**src/rtl/optb_pkg.sv**
```systemverilog
`default_nettype none
// ----------------------------------------------------------------------------
// optb_pkg: shared types and constants of the timer bank
// Holds the item kinds, the slot states, the per-slot entry layout and the
// command and status groups between the controller and the datapath.
// ----------------------------------------------------------------------------
package optb_pkg;

  // default bank size and cap on expiry events per tick
  localparam int NumTimersDef = 16;
  localparam int MaxResults   = 16;

  localparam int SlotW  = 4;
  localparam int CountW = 32;

  // input item kinds
  typedef enum logic [2:0] {
    KIND_TICK  = 3'd0,
    KIND_SETUP = 3'd1,
    KIND_START = 3'd2,
    KIND_STOP  = 3'd3,
    KIND_READ  = 3'd4
  } kind_e;

  // slot life cycle
  typedef enum logic [1:0] {
    TS_UNUSED  = 2'd0,
    TS_CREATED = 2'd1,
    TS_STARTED = 2'd2,
    TS_STOPPED = 2'd3
  } tstate_e;

  // result item kinds
  typedef enum logic {
    EV_EXPIRED = 1'b0,
    EV_INFO    = 1'b1
  } event_e;

  // controller states
  typedef enum logic [2:0] {
    CS_IDLE,
    CS_LOOKUP,
    CS_EXEC,
    CS_WALK_RD,
    CS_WALK,
    CS_FLUSH
  } ctrl_state_e;

  // one slot as kept in the slot memory
  typedef struct packed {
    logic [CountW-1:0] rem;
    logic [CountW-1:0] dly;
    logic [CountW-1:0] per;
    logic              hard;
    tstate_e           state;
  } entry_t;

  // one result item
  typedef struct packed {
    event_e            ev;
    logic [SlotW-1:0]  slot;
    logic              hard;
    tstate_e           state;
    logic [CountW-1:0] dly;
    logic [CountW-1:0] per;
    logic              last;
  } out_item_t;

  // controller to datapath
  typedef struct packed {
    logic capture;
    logic lookup_rd;
    logic exec;
    logic walk_rd;
    logic walk_step;
    logic flush;
  } cmd_t;

  // datapath to controller
  typedef struct packed {
    logic exec_ok;
    logic walk_stall;
    logic proc_last;
    logic pass_hard;
    logic flush_done;
  } sts_t;

endpackage
`default_nettype wire

```
**src/rtl/optb_ctrl.sv**
```systemverilog
`default_nettype none
// ----------------------------------------------------------------------------
// optb_ctrl: sequencing of the timer bank
// Accepts input items, steps slot operations through lookup and execute, and
// runs a tick as a hard pass, a soft pass and a final flush of the last event.
// ----------------------------------------------------------------------------
module optb_ctrl (
  input  wire logic                clk_i,
  input  wire logic                rst_ni,
  input  wire logic                in_valid_i,
  output logic                     in_ready_o,
  input  wire optb_pkg::kind_e     kind_i,
  output optb_pkg::cmd_t           cmd_o,
  input  wire optb_pkg::sts_t      sts_i
);

  optb_pkg::ctrl_state_e state_q, state_d;

  // state register
  always_ff @(posedge clk_i or negedge rst_ni) begin
    if (!rst_ni) begin
      state_q <= optb_pkg::CS_IDLE;
    end else begin
      state_q <= state_d;
    end
  end

  // next state and commands
  always_comb begin
    state_d    = state_q;
    cmd_o      = '0;
    in_ready_o = 1'b0;
    unique case (state_q)
      optb_pkg::CS_IDLE: begin
        in_ready_o = 1'b1;
        if (in_valid_i) begin
          cmd_o.capture = 1'b1;
          case (kind_i) inside
            optb_pkg::KIND_TICK: state_d = optb_pkg::CS_WALK_RD;
            [optb_pkg::KIND_SETUP:optb_pkg::KIND_READ]: state_d = optb_pkg::CS_LOOKUP;
            default: state_d = optb_pkg::CS_IDLE;
          endcase
        end
      end
      optb_pkg::CS_LOOKUP: begin
        cmd_o.lookup_rd = 1'b1;
        state_d         = optb_pkg::CS_EXEC;
      end
      optb_pkg::CS_EXEC: begin
        cmd_o.exec = 1'b1;
        if (sts_i.exec_ok) begin
          state_d = optb_pkg::CS_IDLE;
        end
      end
      optb_pkg::CS_WALK_RD: begin
        cmd_o.walk_rd = 1'b1;
        state_d       = optb_pkg::CS_WALK;
      end
      optb_pkg::CS_WALK: begin
        cmd_o.walk_step = 1'b1;
        if (!sts_i.walk_stall && sts_i.proc_last) begin
          state_d = sts_i.pass_hard ? optb_pkg::CS_WALK_RD : optb_pkg::CS_FLUSH;
        end
      end
      optb_pkg::CS_FLUSH: begin
        cmd_o.flush = 1'b1;
        if (sts_i.flush_done) begin
          state_d = optb_pkg::CS_IDLE;
        end
      end
      default: state_d = optb_pkg::CS_IDLE;
    endcase
  end

endmodule
`default_nettype wire

```
**src/rtl/optb_dp.sv**
```systemverilog
`default_nettype none
// ----------------------------------------------------------------------------
// optb_dp: slot memory and processing of the timer bank
// Keeps each slot in its own memory word with a valid bit per slot, applies
// setup, start and stop, walks the slots on a tick and holds the output item.
// ----------------------------------------------------------------------------
module optb_dp #(
  parameter int NumTimers = optb_pkg::NumTimersDef
) (
  input  wire logic                        clk_i,
  input  wire logic                        rst_ni,
  input  wire optb_pkg::cmd_t              cmd_i,
  output optb_pkg::sts_t                   sts_o,
  input  wire optb_pkg::kind_e             kind_i,
  input  wire logic [optb_pkg::SlotW-1:0]  slot_i,
  input  wire logic [optb_pkg::CountW-1:0] dly_i,
  input  wire logic [optb_pkg::CountW-1:0] per_i,
  input  wire logic                        hard_i,
  output logic                             out_valid_o,
  input  wire logic                        out_ready_i,
  output optb_pkg::out_item_t              out_item_o
);

  localparam int IdxW = (NumTimers > 1) ? $clog2(NumTimers) : 1;
  localparam int CntW = $clog2(optb_pkg::MaxResults + 1);
  localparam logic [IdxW-1:0] LastIdx = IdxW'(NumTimers - 1);
  localparam logic [CntW-1:0] MaxCnt  = CntW'(optb_pkg::MaxResults);
  localparam logic [31:0]     SlotLim = 32'(NumTimers);

  // captured input item
  optb_pkg::kind_e             item_kind_q;
  logic [optb_pkg::SlotW-1:0]  item_slot_q;
  logic [optb_pkg::CountW-1:0] item_dly_q;
  logic [optb_pkg::CountW-1:0] item_per_q;
  logic                        item_hard_q;

  // slot memory with registered read
  optb_pkg::entry_t mem [NumTimers];
  logic [NumTimers-1:0] valid_q;
  optb_pkg::entry_t rdata_q;
  logic             rvalid_q;

  // walk state
  logic [IdxW-1:0] idx_q;
  logic [IdxW-1:0] proc_idx_q;
  logic            cls_q;
  logic [CntW-1:0] cnt_q;
  logic                pend_v_q;
  optb_pkg::out_item_t pend_q;

  // output register
  logic                out_v_q;
  optb_pkg::out_item_t out_q;

  logic                slot_ok;
  logic [IdxW-1:0]     slot_addr;
  optb_pkg::entry_t    ent;
  optb_pkg::entry_t    walk_ent;
  logic [optb_pkg::CountW-1:0] rem_dec;
  logic                hit;
  logic                expire;
  logic                report;
  logic                out_free;
  logic                walk_stall;
  logic                exec_ok;
  logic                proc_last;
  logic                walk_go;
  logic                rd_en;
  logic [IdxW-1:0]     raddr;
  logic                wr_en;
  logic [IdxW-1:0]     waddr;
  optb_pkg::entry_t    wdata;
  logic                out_load;
  optb_pkg::out_item_t out_din;
  optb_pkg::out_item_t walk_ev;

  // item capture
  always_ff @(posedge clk_i) begin
    if (cmd_i.capture) begin
      item_kind_q <= kind_i;
      item_slot_q <= slot_i;
      item_dly_q  <= dly_i;
      item_per_q  <= per_i;
      item_hard_q <= hard_i;
    end
  end

  assign slot_ok   = {{(32 - optb_pkg::SlotW){1'b0}}, item_slot_q} < SlotLim;
  assign slot_addr = IdxW'(item_slot_q);

  // slot read, a never written slot reads as zero
  assign ent = rvalid_q ? rdata_q : '0;

  // tick processing of the slot in rdata
  assign hit       = (ent.state == optb_pkg::TS_STARTED) && (ent.hard == cls_q);
  assign rem_dec   = ent.rem - 1'b1;
  assign expire    = (ent.rem == '0) || (rem_dec == '0);
  assign report    = hit && expire && (cnt_q < MaxCnt);
  assign out_free  = !out_v_q || out_ready_i;
  assign walk_stall = report && pend_v_q && !out_free;
  assign exec_ok   = (item_kind_q != optb_pkg::KIND_READ) || out_free;
  assign proc_last = (proc_idx_q == LastIdx);
  assign walk_go   = cmd_i.walk_step && !walk_stall;

  always_comb begin
    walk_ent     = ent;
    walk_ent.rem = expire ? ent.per : rem_dec;
    if (expire && (ent.per == '0)) begin
      walk_ent.state = optb_pkg::TS_STOPPED;
    end
    walk_ev       = '0;
    walk_ev.ev    = optb_pkg::EV_EXPIRED;
    walk_ev.slot  = optb_pkg::SlotW'(proc_idx_q);
    walk_ev.hard  = ent.hard;
    walk_ev.state = walk_ent.state;
  end

  // memory port and output load selection
  always_comb begin
    rd_en    = 1'b0;
    raddr    = slot_addr;
    wr_en    = 1'b0;
    waddr    = slot_addr;
    wdata    = ent;
    out_load = 1'b0;
    out_din  = pend_q;
    if (cmd_i.lookup_rd) begin
      rd_en = slot_ok;
    end
    if (cmd_i.exec && exec_ok) begin
      case (item_kind_q)
        optb_pkg::KIND_SETUP: begin
          wr_en       = slot_ok;
          wdata.rem   = (item_dly_q != '0) ? item_dly_q : item_per_q;
          wdata.dly   = item_dly_q;
          wdata.per   = item_per_q;
          wdata.hard  = item_hard_q;
          wdata.state = optb_pkg::TS_CREATED;
        end
        optb_pkg::KIND_START: begin
          wr_en       = slot_ok && ((ent.state == optb_pkg::TS_CREATED) ||
                                    (ent.state == optb_pkg::TS_STOPPED));
          wdata.rem   = (ent.dly != '0) ? ent.dly : ent.per;
          wdata.state = optb_pkg::TS_STARTED;
        end
        optb_pkg::KIND_STOP: begin
          wr_en       = slot_ok && (ent.state == optb_pkg::TS_STARTED);
          wdata.state = optb_pkg::TS_STOPPED;
        end
        optb_pkg::KIND_READ: begin
          out_load      = 1'b1;
          out_din.ev    = optb_pkg::EV_INFO;
          out_din.slot  = item_slot_q;
          out_din.hard  = slot_ok ? ent.hard : 1'b0;
          out_din.state = slot_ok ? ent.state : optb_pkg::TS_UNUSED;
          out_din.dly   = slot_ok ? ent.dly : '0;
          out_din.per   = slot_ok ? ent.per : '0;
          out_din.last  = 1'b1;
        end
        default: ;
      endcase
    end
    if (cmd_i.walk_rd) begin
      rd_en = 1'b1;
      raddr = idx_q;
    end
    if (walk_go) begin
      wr_en = hit;
      waddr = proc_idx_q;
      wdata = walk_ent;
      if (report && pend_v_q) begin
        out_load     = 1'b1;
        out_din      = pend_q;
        out_din.last = 1'b0;
      end
      if (!proc_last) begin
        rd_en = 1'b1;
        raddr = idx_q;
      end
    end
    if (cmd_i.flush && pend_v_q && out_free) begin
      out_load     = 1'b1;
      out_din      = pend_q;
      out_din.last = 1'b1;
    end
  end

  // slot memory
  always_ff @(posedge clk_i) begin
    if (wr_en) begin
      mem[waddr] <= wdata;
    end
  end

  always_ff @(posedge clk_i) begin
    if (rd_en) begin
      rdata_q  <= mem[raddr];
      rvalid_q <= valid_q[raddr];
    end
  end

  // per-slot valid bits
  always_ff @(posedge clk_i or negedge rst_ni) begin
    if (!rst_ni) begin
      valid_q <= '0;
    end else if (wr_en) begin
      valid_q[waddr] <= 1'b1;
    end
  end

  // walk counters and pending event
  always_ff @(posedge clk_i or negedge rst_ni) begin
    if (!rst_ni) begin
      idx_q      <= '0;
      proc_idx_q <= '0;
      cls_q      <= 1'b1;
      cnt_q      <= '0;
      pend_v_q   <= 1'b0;
    end else begin
      if (cmd_i.capture) begin
        idx_q <= '0;
        cls_q <= 1'b1;
        cnt_q <= '0;
      end
      if (cmd_i.walk_rd) begin
        proc_idx_q <= idx_q;
        idx_q      <= idx_q + 1'b1;
      end
      if (walk_go) begin
        if (proc_last) begin
          idx_q <= '0;
          cls_q <= ~cls_q;
        end else begin
          proc_idx_q <= idx_q;
          idx_q      <= idx_q + 1'b1;
        end
        if (report) begin
          cnt_q    <= cnt_q + 1'b1;
          pend_v_q <= 1'b1;
        end
      end
      if (cmd_i.flush && pend_v_q && out_free) begin
        pend_v_q <= 1'b0;
      end
    end
  end

  always_ff @(posedge clk_i) begin
    if (walk_go && report) begin
      pend_q <= walk_ev;
    end
  end

  // output register
  always_ff @(posedge clk_i or negedge rst_ni) begin
    if (!rst_ni) begin
      out_v_q <= 1'b0;
    end else if (out_load) begin
      out_v_q <= 1'b1;
    end else if (out_ready_i) begin
      out_v_q <= 1'b0;
    end
  end

  always_ff @(posedge clk_i) begin
    if (out_load) begin
      out_q <= out_din;
    end
  end

  assign out_valid_o = out_v_q;
  assign out_item_o  = out_q;

  // status to the controller
  assign sts_o.exec_ok    = exec_ok;
  assign sts_o.walk_stall = walk_stall;
  assign sts_o.proc_last  = proc_last;
  assign sts_o.pass_hard  = cls_q;
  assign sts_o.flush_done = !pend_v_q || out_free;

endmodule
`default_nettype wire

```
**src/rtl/oneshot_periodic_timer_bank.sv**
```systemverilog
`default_nettype none
// Setup, start and stop go from acceptance through lookup and execute back to idle;
// a read result is loaded into the output register in execute once the output is free.
// A tick runs a hard and then a soft pass, each a read lead-in and then one slot per
// cycle while the output does not stall, followed by a final flush and the return to idle.
// One item is in work at a time; output stalls hold the walk and the flush.
// Reset clears the control state and the per-slot valid bits, so slots read as zero.
// ----------------------------------------------------------------------------
// oneshot_periodic_timer_bank: bank of one-shot and periodic timer slots
// Streaming item in, expiry and info items out, with a slot memory walked
// once per class on every tick.
// ----------------------------------------------------------------------------
module oneshot_periodic_timer_bank #(
  parameter int NumTimers = optb_pkg::NumTimersDef
) (
  input  wire logic        clk_i,
  input  wire logic        rst_ni,
  input  wire logic        s_axis_tvalid,
  output logic             s_axis_tready,
  // slot[3:0], start_delay[35:4], period[67:36], hard_type[68], zero[71:69]
  input  wire logic [71:0] s_axis_tdata,
  // kind[2:0]
  input  wire logic [2:0]  s_axis_tuser,
  output logic             m_axis_tvalid,
  input  wire logic        m_axis_tready,
  // slot_out[3:0], hard_out[4], timer_state[6:5], start_delay_out[38:7],
  // period_out[70:39], zero[71]
  output logic [71:0]      m_axis_tdata,
  // event_res[0]
  output logic [0:0]       m_axis_tuser,
  output logic             m_axis_tlast
);

  optb_pkg::cmd_t      cmd;
  optb_pkg::sts_t      sts;
  optb_pkg::kind_e     in_kind;
  optb_pkg::out_item_t out_item;

  assign in_kind = optb_pkg::kind_e'(s_axis_tuser);

  // sequencing
  optb_ctrl u_ctrl (
    .clk_i      (clk_i),
    .rst_ni     (rst_ni),
    .in_valid_i (s_axis_tvalid),
    .in_ready_o (s_axis_tready),
    .kind_i     (in_kind),
    .cmd_o      (cmd),
    .sts_i      (sts)
  );

  // slot memory and processing
  optb_dp #(
    .NumTimers (NumTimers)
  ) u_dp (
    .clk_i       (clk_i),
    .rst_ni      (rst_ni),
    .cmd_i       (cmd),
    .sts_o       (sts),
    .kind_i      (in_kind),
    .slot_i      (s_axis_tdata[3:0]),
    .dly_i       (s_axis_tdata[35:4]),
    .per_i       (s_axis_tdata[67:36]),
    .hard_i      (s_axis_tdata[68]),
    .out_valid_o (m_axis_tvalid),
    .out_ready_i (m_axis_tready),
    .out_item_o  (out_item)
  );

  // output packing
  assign m_axis_tdata = {1'b0, out_item.per, out_item.dly, out_item.state,
                         out_item.hard, out_item.slot};
  assign m_axis_tuser = out_item.ev;
  assign m_axis_tlast = out_item.last;

endmodule
`default_nettype wire
```
**config.mk**
```make
export PLATFORM = sky130hd
export DESIGN_NAME = oneshot_periodic_timer_bank
export DESIGN_NICKNAME = d
export VERILOG_FILES = /design/src/rtl/optb_pkg.sv /design/src/rtl/optb_ctrl.sv /design/src/rtl/optb_dp.sv /design/src/rtl/oneshot_periodic_timer_bank.sv
export SDC_FILE = /design/constraint.sdc
export NUM_CORES = 2
export LEC_CHECK = 0
export BUFFER_PORTS_ARGS = -buffer_cell sky130_fd_sc_hd__buf_4
export CORE_ASPECT_RATIO = 2
export CORE_MARGIN = 1.5
export CORE_UTILIZATION = 50
export CTS_CLUSTER_SIZE = 30
export DETAILED_ROUTE_END_ITERATION = 6
export HOLD_SLACK_MARGIN = 0.03
export PLACE_DENSITY_LB_ADDON = 0.15
export SLEW_MARGIN = 20
export SYNTH_ARGS = -nofsm -noshare
export SYNTH_HDL_FRONTEND = slang
export SYNTH_SLANG_ARGS = --single-unit
```
**constraint.sdc**
```tcl
create_clock -name clk_i -period 14.5 [get_ports clk_i]
set_clock_uncertainty 0.1 [all_clocks]
set_input_delay 1.45 -clock clk_i [delete_from_list [all_inputs] [get_ports clk_i]]
set_output_delay 1.45 -clock clk_i [all_outputs]
set_load 0.01 [all_outputs]
```
==> metrics <==
clock net sink count=1871; max-cap violations=0; startpoint types=flip-flop; power per standard cell area=182 mW/mm^2; area share of and/or/nand/nor cells after synthesis=4.44%; Pwr Total=15.1 mW; Setup WS post-layout=5.07 ns; initial antenna violation count=13; Final Net Count=4655; post-DR vias/cell=6.38; status=finished, violations left; htree depth=4; failing checks=design-rule violations; drt wl/cell=32.0 um; CTS-repair resized insts=0; endpoints failing setup=0; GP Congestion=0.927; Post-CTS Hold Fix Bufs=0; ys async rst share=1.87%; PortBufs=150; post-synthesis mux area share=11.2%; Seq/Total Area, Yosys=75.8%; hold slack final=0.371 ns; area grow syn2layout=12.1%; required time worst endpoint=14.89 ns; Initial Util=50.3%; Worst-path clk slew=0.07 ns; P_leak=29.0 nW; initial DRC count=4961; Root Driver=clkbuf_16; final hold vios=0; Mapped Avg Cell Area=16.9 um^2; fin. max-slew vios=0; Post-Synth XOR/XNOR Area=0.178%; ANT nets after route=0; Placed Cells=6312; crit path kind=flip-flop to flip-flop; TritonCTS Buffers=166; global route overflow=0; Synth Flop Type=edfxtp_1; post-route insts no fill=6598; via count=42.1k; DR DRC count=64; post-CTS setup buffer count=0; first-pass GRT wire length=294000 um; synth unique cells=77; largest net degree at the start of global routing=127; Syn Std Cell Area=0.0739 mm^2; post-synth net total=4446; period utilization=65.1%; Worst Hold Class=flip-flop to flip-flop; Seq cells post-synth=1871; die height=547 um; complex-gate fraction of the synthesized area=6.38%; VDD IR max=0.115 mV; CTS Buffer Depth=4; synth warn=0; clock latency on the worst-skew pair=0.83 ns; largest family of logic cells by synthesized area=multiplexers; crit path max fanout=57; Placement Rows=199; total core area=0.147 mm^2; Chip Width=275 um; number of I/O pins=155; setup_tns=0 ns; post-place setup slack=5.06 ns; slew margin rel.=10.9%; drt total wl=211000 um; RSZ-0062 raised after global routing=no; Post-synth EDFFs=1836; max frequency=106 MHz; Critical Path AT=9.82 ns; share of layout cells above drive strength 1=12.8%; kind of end point of the critical path=flip-flop; Worst Max-Slew Pin Slew=1.32 ns; Die Area=0.150 mm^2; vias in the first global route=40.6k; post-route minimum period=9.43 ns; synthesized instance count=4362; HPWL Detailed=113000 um; total track usage=27.8%; CTS tree=built; Adder-Cell Fraction of Synth Area=0.0847%; FILL cells=11.3k; first-pass iteration count of the detailed router=7
routing by layer:
metal	vias up	share of wire [%]	routed length, um	GRT usage, %
li1	17900	-	-	-
met3	487	7.8	16500	4.39
met5	-	0.0066	14	0
met1	21700	38	80200	35.5
met2	2077	49	104000	46.5
met4	2	5.0	10500	12.8
worst max-delay path, stage by stage, from the launching register on:
cell and delay, ns:
edfxtp_1 0.40, buf_4 0.25, nand2_1 0.17, ha_1 0.43, nor4b_1 0.69, nand2_1 0.24, o311a_1 0.46, nor4_1 0.40
nand4_1 0.21, nor4_4 0.75, o21ai_2 0.22, a21boi_2 0.74, mux2i_4 0.35, buf_4 0.86, buf_4 0.71, buf_4 0.82
mux2i_1 0.26, o22ai_1 0.11, or4_1 0.70
cell type report:
type                       instances  area [um^2]  area share, %
tap                             1909         2390           2.88
timing repair buffer             293         2400           2.90
antenna                            3         7.51        0.00906
clock inverter                    83          802          0.968
sequential                      1871        56000           67.6
inverter                          22         83.8          0.101
multi-input combinational       2217        16800           20.3
clock buffer                     200         4350           5.25
Yosys cell counts (all sizes together), types with 4 or more instances:
library cell  instances  share of area [%]
xnor2                 8              0.095
nor2                 83               0.42
or4                 104                1.1
a211oi               11               0.11
or3                   6              0.051
nand2               219                1.1
a22oi                32               0.33
a22o                  8              0.095
and3                  4              0.034
o31a                  6              0.071
a21oi                76               0.51
xor2                  7              0.083
clkbuf              107               0.54
ha                    5              0.085
mux2                  7               0.11
a31oi                 5              0.042
o21ai                99               0.68
a21boi               35               0.36
inv                  21               0.11
nand3                12              0.081
nor3                 27               0.19
edfxtp             1836                 75
dfrtp                34                1.2
or2                  17               0.14
mux2i               819                 11
buf                 145                1.2
o31ai                 7              0.071
nand2b               16               0.14
a221oi                7              0.083
o22ai               433                3.7
nor4                 42               0.38
and2                 56               0.47
nand4                22               0.19
worst paths after layout:
kind | from | endpoint | slack, ns | cells past startpoint
setup / recovery | u_dp.rvalid_q | u_dp.rdata_q[13] | 5.07 | 18
hold / removal | u_dp.valid_q[4] | u_dp.valid_q[4] | 0.37 | 1
setup reg to reg | u_dp.rvalid_q | u_dp.rdata_q[13] | 5.07 | 18
hold reg to reg | u_dp.valid_q[4] | u_dp.valid_q[4] | 0.37 | 1
max in group asynchronous | rst_ni | u_dp.valid_q[2] | 13.42 | 1
min in group asynchronous | rst_ni | u_dp.proc_idx_q[3] | 0.52 | 1
cells in the final DEF (no fill, tap or decap), drive strengths merged, types with 8 or more instances in the layout:
cell type  instances
inv               27
edfxtp          1836
a22oi             32
nand2            219
nand3             12
or2               17
a21oi             76
xnor2              8
mux2i            819
nand4             22
buf              293
o21ai             99
and2              56
nor3              27
nand2b            16
dfrtp             34
a21boi            35
nor2              83
clkbuf           200
nor4              42
o22ai            433
a211oi            11
a22o               8
clkinv            58
or4              104
bufinv            14
per-stage QoR:
stage | cell area, um^2 | utilization, %
after global placement | 77600 | 52.8
after global routing | 82800 | 56.4
after CTS | 82800 | 56.4
after detailed placement | 77700 | 52.9
after floorplan | 73900 | -
final | 82800 | 56.4
state kept, by name, summed over array words and instances (netlist names):
name / cells
u_ctrl.state_q: 3
u_dp.cls_q: 1
u_dp.cnt_q: 5
u_dp.idx_q: 4
u_dp.item_dly_q: 32
u_dp.item_hard_q: 1
u_dp.item_kind_q: 3
u_dp.item_per_q: 32
u_dp.item_slot_q: 4
u_dp.mem: 1584
u_dp.out_item_o: 73
u_dp.out_valid_o: 1
u_dp.pend_q: 7
u_dp.pend_v_q: 1
u_dp.proc_idx_q: 4
u_dp.rdata_q: 99
u_dp.rvalid_q: 1
u_dp.valid_q: 16
cells by family after synthesis:
kind of cell,after synthesis
DFF,1871
muxes,826
buffers and inverters,274
and+or+nand+nor,622
other,1
AOI/OAI and AO/OA,748
adders and majority gates,5
xor gates and xnor gates,15
report_power, final:
| group | total [mW] | switching [mW] | internal [mW] |
|---|---|---|---|
| Sequential | 7.34 | 0.466 | 6.87 |
| Combinational | 3.49 | 2.37 | 1.12 |
| Clock | 4.29 | 1.90 | 2.39 |
Note: power is estimated with default switching activity, not from simulation.
